--- config.mk ---
export PLATFORM = sky130hd
export DESIGN_NAME = batch_ascending_sorter
export DESIGN_NICKNAME = d
export VERILOG_FILES = /design/src/bas_pkg.sv /design/src/bas_mem.sv /design/src/bas_cmp.sv /design/src/batch_ascending_sorter.sv
export SDC_FILE = /design/constraint.sdc
export NUM_CORES = 2
export LEC_CHECK = 0
export ABC_AREA = 1
export BUFFER_PORTS_ARGS = -buffer_cell sky130_fd_sc_hd__clkbuf_2
export CORE_MARGIN = 2
export CORE_UTILIZATION = 25
export DETAILED_ROUTE_END_ITERATION = 7
export GPL_ROUTABILITY_DRIVEN = 1
export SLEW_MARGIN = 20
export SYNTH_ARGS = -nofsm -noshare
export SYNTH_HDL_FRONTEND = slang
export SYNTH_SLANG_ARGS = --single-unit
--- constraint.sdc ---
create_clock -name clk -period 9.7 [get_ports clk]
set_clock_uncertainty 0.15 [all_clocks]
set_input_delay 0.485 -clock clk [delete_from_list [all_inputs] [get_ports clk]]
set_output_delay 0.485 -clock clk [all_outputs]
set_load 0.01 [all_outputs]
--- src/bas_pkg.sv ---
package bas_pkg;

  localparam int DATA_W = 32;

  typedef logic signed [DATA_W-1:0] data_t;

  // result of one compare-exchange step
  typedef struct packed {
    data_t lo;
    data_t hi;
  } minmax_t;

endpackage

--- src/bas_mem.sv ---
module bas_mem #(
  parameter int DEPTH = 64,
  parameter int AW    = 6
) (
  input  logic             clk,
  input  logic             we,
  input  logic [AW-1:0]    waddr,
  input  bas_pkg::data_t   wdata,
  input  logic [AW-1:0]    raddr,
  output bas_pkg::data_t   rdata
);

  bas_pkg::data_t mem [DEPTH];

  always_ff @(posedge clk) begin
    if (we) begin
      mem[waddr] <= wdata;
    end
  end

  always_ff @(posedge clk) begin
    rdata <= mem[raddr];
  end

endmodule

--- src/bas_cmp.sv ---
module bas_cmp (
  input  bas_pkg::data_t  a,
  input  bas_pkg::data_t  b,
  output bas_pkg::minmax_t res
);

  always_comb begin
    if (b < a) begin
      res.lo = b;
      res.hi = a;
    end else begin
      res.lo = a;
      res.hi = b;
    end
  end

endmodule

--- src/batch_ascending_sorter.sv ---
// channel | dir | tdata                  | tlast           | tuser
// s_*     | in  | [31:0] data_value      | last_in         | -
// m_*     | out | [31:0] sorted_value    | last_out        | -
//
// collect: one item per cycle into the element memory until tlast; items past DEPTH are dropped
// sort: bubble passes over the memory, one read and one write a cycle;
//   each pass covers m entries, m runs from n down to 2
// emit: each result is read from memory, then loaded into the output register
// s_tready is low from the closing item until the last result is taken
// rst is synchronous; the element memory is not cleared
module batch_ascending_sorter #(
  parameter int DEPTH = 64
) (
  input  logic        clk,
  input  logic        rst,
  input  logic        s_tvalid,
  output logic        s_tready,
  input  logic [31:0] s_tdata,   // [31:0] data_value
  input  logic        s_tlast,
  output logic        m_tvalid,
  input  logic        m_tready,
  output logic [31:0] m_tdata,   // [31:0] sorted_value
  output logic        m_tlast
);

  localparam int AW    = $clog2(DEPTH);
  localparam int CNT_W = $clog2(DEPTH + 1);

  typedef enum logic [2:0] {
    COLLECT, PASS, FLUSH, EMIT_RD, EMIT_LD, EMIT_WAIT
  } state_t;

  state_t                 state;
  logic [CNT_W-1:0]       count;
  logic [CNT_W-1:0]       total;
  logic [CNT_W-1:0]       lim;
  logic [CNT_W-1:0]       n_close;
  logic [CNT_W-1:0]       lim_next;
  logic [AW-1:0]          rd_idx;
  logic                   rd_done;
  logic                   dv;
  logic [AW-1:0]          di;
  logic [AW-1:0]          k;
  logic [AW-1:0]          lim_top;
  bas_pkg::data_t         carry;
  bas_pkg::minmax_t       mm;

  logic                   mem_we;
  logic [AW-1:0]          mem_waddr;
  bas_pkg::data_t         mem_wdata;
  logic [AW-1:0]          mem_raddr;
  bas_pkg::data_t         mem_rdata;

  logic in_acc;
  logic has_room;

  assign s_tready = (state == COLLECT);
  assign in_acc   = s_tvalid && s_tready;
  assign has_room = (count < CNT_W'(DEPTH));
  assign n_close  = has_room ? count + CNT_W'(1) : count;
  assign lim_next = lim - CNT_W'(1);
  assign lim_top  = AW'(lim - CNT_W'(1));

  bas_mem #(.DEPTH(DEPTH), .AW(AW)) u_mem (
    .clk   (clk),
    .we    (mem_we),
    .waddr (mem_waddr),
    .wdata (mem_wdata),
    .raddr (mem_raddr),
    .rdata (mem_rdata)
  );

  bas_cmp u_cmp (
    .a   (carry),
    .b   (mem_rdata),
    .res (mm)
  );

  always_comb begin
    mem_we    = 1'b0;
    mem_waddr = di - AW'(1);
    mem_wdata = mm.lo;
    mem_raddr = rd_idx;
    case (state)
      COLLECT: begin
        mem_we    = in_acc && has_room;
        mem_waddr = AW'(count);
        mem_wdata = bas_pkg::data_t'(s_tdata);
      end
      PASS: begin
        mem_we = dv && (di != '0);
      end
      FLUSH: begin
        mem_we    = 1'b1;
        mem_waddr = lim_top;
        mem_wdata = carry;
      end
      EMIT_RD: begin
        mem_raddr = k;
      end
      EMIT_WAIT: begin
        mem_raddr = k + AW'(1);
      end
      default: begin
        mem_we = 1'b0;
      end
    endcase
  end

  always_ff @(posedge clk) begin
    if (rst) begin
      state    <= COLLECT;
      count    <= '0;
      m_tvalid <= 1'b0;
      dv       <= 1'b0;
      rd_done  <= 1'b0;
    end else begin
      case (state)
        COLLECT: begin
          if (in_acc) begin
            if (s_tlast) begin
              count   <= '0;
              total   <= n_close;
              lim     <= n_close;
              rd_idx  <= '0;
              rd_done <= 1'b0;
              dv      <= 1'b0;
              k       <= '0;
              state   <= (n_close == CNT_W'(1)) ? EMIT_RD : PASS;
            end else if (has_room) begin
              count <= count + CNT_W'(1);
            end
          end
        end
        PASS: begin
          // issue reads 0..m-1 back to back
          if (!rd_done) begin
            dv <= 1'b1;
            di <= rd_idx;
            if (rd_idx == lim_top) begin
              rd_done <= 1'b1;
            end else begin
              rd_idx <= rd_idx + AW'(1);
            end
          end else begin
            dv <= 1'b0;
          end
          // data arrives in the following cycle: carry the running maximum
          if (dv) begin
            if (di == '0) begin
              carry <= mem_rdata;
            end else begin
              carry <= mm.hi;
            end
            if (di == lim_top) begin
              state <= FLUSH;
            end
          end
        end
        FLUSH: begin
          dv      <= 1'b0;
          lim     <= lim_next;
          rd_idx  <= '0;
          rd_done <= 1'b0;
          state   <= (lim_next == CNT_W'(1)) ? EMIT_RD : PASS;
        end
        EMIT_RD: begin
          state <= EMIT_LD;
        end
        EMIT_LD: begin
          m_tdata  <= mem_rdata;
          m_tlast  <= (k == AW'(total - CNT_W'(1)));
          m_tvalid <= 1'b1;
          state    <= EMIT_WAIT;
        end
        EMIT_WAIT: begin
          if (m_tready) begin
            m_tvalid <= 1'b0;
            if (m_tlast) begin
              state <= COLLECT;
            end else begin
              k     <= k + AW'(1);
              state <= EMIT_LD;
            end
          end
        end
        default: begin
          state <= COLLECT;
        end
      endcase
    end
  end

  a_no_overlap: assert property (@(posedge clk) disable iff (rst)
    !(s_tready && m_tvalid))
    else $error("input accepted while a result is pending");

  a_count_bound: assert property (@(posedge clk) disable iff (rst)
    count <= CNT_W'(DEPTH))
    else $error("element count beyond depth");

  a_pass_lim: assert property (@(posedge clk) disable iff (rst)
    (state == PASS || state == FLUSH) |-> (lim >= CNT_W'(2) && lim <= total))
    else $error("sort pass limit out of range");

  a_back_to_collect: assert property (@(posedge clk) disable iff (rst)
    (m_tvalid && m_tready && m_tlast) |=> s_tready)
    else $error("block did not return to collecting after final result");

endmodule

==> impl_metrics.toml <==
[timing]
setup_slack_ns = 4.525
period_minus_slack_ns = 5.175
rsz0062_at_grt = "false"
worstMarginPinSlew_ns = 1.326
fmax_ghz = 0.1932
drv_slew = 0
setup_viol = 0
finalSetupTns_ns = 0
max-slew-margin-rel = 0.1158
post-route-period-util = 0.5335
finalHoldViolCount = 0

[final_layout]
synthToLayoutAreaGrowth_pct = 13.82
stdcell_area_um2 = 108400
drive_above_1_share = 0.07386
fillers = 38650
final_nets = 8669

[power_and_ir_drop]
powerDensity_nw_per_um2 = 262.6
ir_drop_uv = 203.6
leakage_nw = 40.88

[placement]
placedInstanceArea_um2 = 101600
gp_congestion = 0.8109
io_buffers = 71
hpwlAfterDp_um = 138700
dp_slack_ns = 4.642

[yosys]
syn-cell-area_um2 = 95210
synth.distinct_cells = 44
synthesis.nets = 8741
synth-seq-cells = 2189
syn_inst = 8666
avgSynthCellArea_um2 = 10.99
ys_warn_count = 0
yosysSeqAreaShare = 0.6857
synth_top_area_share = 0.6762
yosysTopAreaCell = "edfxtp_1"
synth_area_leaders = "edfxtp_1, nand3_1, nand2_1, inv_1, nand3b_1"

[floorplanning]
fp.dieW_um = 621.1
ios = 72
die_h_um = 621.1
core_um2 = 378900
die-area_um2 = 385800
core.rowCount = 226
start_util = 0.2513

[clock_tree]
clkTransAtPathRegs_ns = 0.06
clk_path_buf_depth = 3
cts_hold_buf = 4
ctsResizeCount = 0
clock_latency_ns = 0.85
cts_root_buf = "clkbuf_16"
numCtsBuffers = 215
numClockSinks = 2189
h-tree-depth = 4
cts_setup_buffers = 0
cts_tree = "built"

[drt]
vias = 63420
final_antenna_net_count = 0
via_per_inst = 4.598
drc = 0
initialDrtViolationCount = 6904
first_pass_iters = 6
wirelength_um = 274600
wl_per_cell_um = 19.91

[worst_setup_path]
critPathKind = "register to register"
crit_path_start_kind = "register"
crit_family = "simple AND/OR/NAND/NOR gates"
slowest_delay_ns = 0.64
cp_num_buf_inv = 3
arrival_ns = 5.74
path_max_fanout = 183
cp_common_cell = "nand3_1"
cp-end-kind = "register"
crit_path_cell_trace = "inv_2, nand3_4, nand3_4, nand2_8, buf_4, buf_12, nand2_1, nand3_1, nand3_1, nand3_1, nand3_1, nand3_1, nand2_1"
worstPathRequired_ns = 10.27
worst_path_max_delay_cell = "buf_12"

[global_routing]
grt-ovfl-total = 0
grt_use_total = 0.1374
antenna_found_initial = 16
grt_start_max_net_pins = 184
grt_pass1_wl_um = 401400
grt_pass1_vias = 59460

[min_path]
hp-class = "input port to register"

[flow_run]
maxCapViolCount = 0

[outcome]
outcome = "completed"
## Yosys cell counts (all sizes together)
| library cell | instances |
|---|---|
| nand4 | 10 |
| a2111oi | 1 |
| a31o | 1 |
| or2 | 2 |
| buf | 327 |
| edfxtp | 2144 |
| a21oi | 33 |
| nor4 | 1 |
| xnor2 | 4 |
| ha | 38 |
| a221oi | 1 |
| a211oi | 2 |
| clkbuf | 198 |
| o21ai | 242 |
| o221ai | 1 |
| nor3 | 20 |
| a32oi | 2 |
| nand3 | 1661 |
| nand3b | 512 |
| dfxtp | 45 |
| o211ai | 65 |
| clkinv | 1 |
| nor2 | 120 |
| o21a | 2 |
| xor2 | 21 |
| a22oi | 1 |
| nand2 | 2106 |
| a31oi | 4 |
| inv | 1101 |
## registers in the layout, indices dropped and copies added (netlist names)
| signal | flops |
|---|---|
| carry | 32 |
| count | 7 |
| di | 6 |
| dv | 1 |
| k | 6 |
| lim | 7 |
| m_tdata | 32 |
| m_tlast | 1 |
| m_tvalid | 1 |
| rd_done | 1 |
| rd_idx | 6 |
| state | 3 |
| total | 6 |
| u_mem.mem | 2048 |
| u_mem.rdata | 32 |
## metal layers
layer	global-route usage	vias to the layer above	part of all wire
li1	-	29420	-
met1	0.1797	31350	0.42
met2	0.2291	2254	0.48
met3	0.02103	394	0.069
met4	0.05082	2	0.036
met5	0	-	0.000047
## worst paths after layout
| check | end | slack [ns] | from | depth (start not counted) |
|---|---|---|---|---|
| worst max-delay path | u_mem.rdata[24] | 4.52 | state[1] | 13 |
| worst min-delay path | count[4] | 0.08 | s_tvalid | 6 |
| worst max register to register | u_mem.rdata[24] | 4.52 | state[1] | 13 |
| worst min register to register | m_tdata[0] | 0.32 | u_mem.rdata[0] | 0 |
## placed cells by master, fill, tap and decap left out, types with 64 or more instances in the layout
cell and instances:
o211ai_1 64, nand3b_1 512, clkbuf_16 218, buf_4 142, o21ai_1 106, o21ai_0 135
nand2_1 2071, clkbuf_2 71, nand3_1 1656, edfxtp_1 2144, inv_1 1093
## power breakdown
part / total, W / internal, W / switching [W] / leakage, nW
Sequential: 0.0125 / 0.0122 / 0.000320 / 19.7
Combinational: 0.00786 / 0.00166 / 0.00620 / 17.9
Clock: 0.00807 / 0.00451 / 0.00357 / 3.27
Total: 0.0285 / 0.0184 / 0.0101 / 40.9
## logic make-up (layout without fill, tap and decap cells)
group	count (synthesis)	in the layout	synth area share
adder cells (fa/ha/maj)	38	38	0.004994
flip-flops	2189	2189	0.6857
AND/OR/NAND/NOR	4432	4432	0.2181
XOR/XNOR	25	25	0.002300
other	0	5	0
AO/OA/AOI/OAI	355	355	0.02101
buffers and inverters	1627	1734	0.06794
## final cells by class
| type | instances | area (um2) | share of cell area |
|---|---|---|---|
| Clock inverter | 112 | 880.8 | 0.008128 |
| Tap cell | 5016 | 6276 | 0.05791 |
| Antenna cell | 5 | 12.51 | 0.0001155 |
| Inverter | 1102 | 4156 | 0.03836 |
| Clock buffer | 284 | 5813 | 0.05364 |
| Multi-Input combinational cell | 4850 | 24100 | 0.2224 |
| Sequential cell | 2189 | 65280 | 0.6024 |
| Timing Repair Buffer | 236 | 1849 | 0.01706 |
## through the flow
step,utilization,hold WS (ns),total power [W],cells
2_1_floorplan,-,0.2805,0.01713,8666
3_3_place_gp,0.2681,0.3147,0.02050,13390
3_5_place_dp,0.2682,0.3101,0.02058,13390
4_1_cts,0.2860,0.005359,0.02859,13790
5_1_grt,0.2860,0.08314,0.02960,13790
6_report,0.2860,0.07963,0.02846,13790
## worst min-delay path: stages
cell      delay, ns
clkbuf_2       0.09
inv_1          0.05
nor2_1         0.07
clkinv_1       0.16
nand2_1        0.07
a21oi_1        0.12
(Power assumes the default switching activity.)
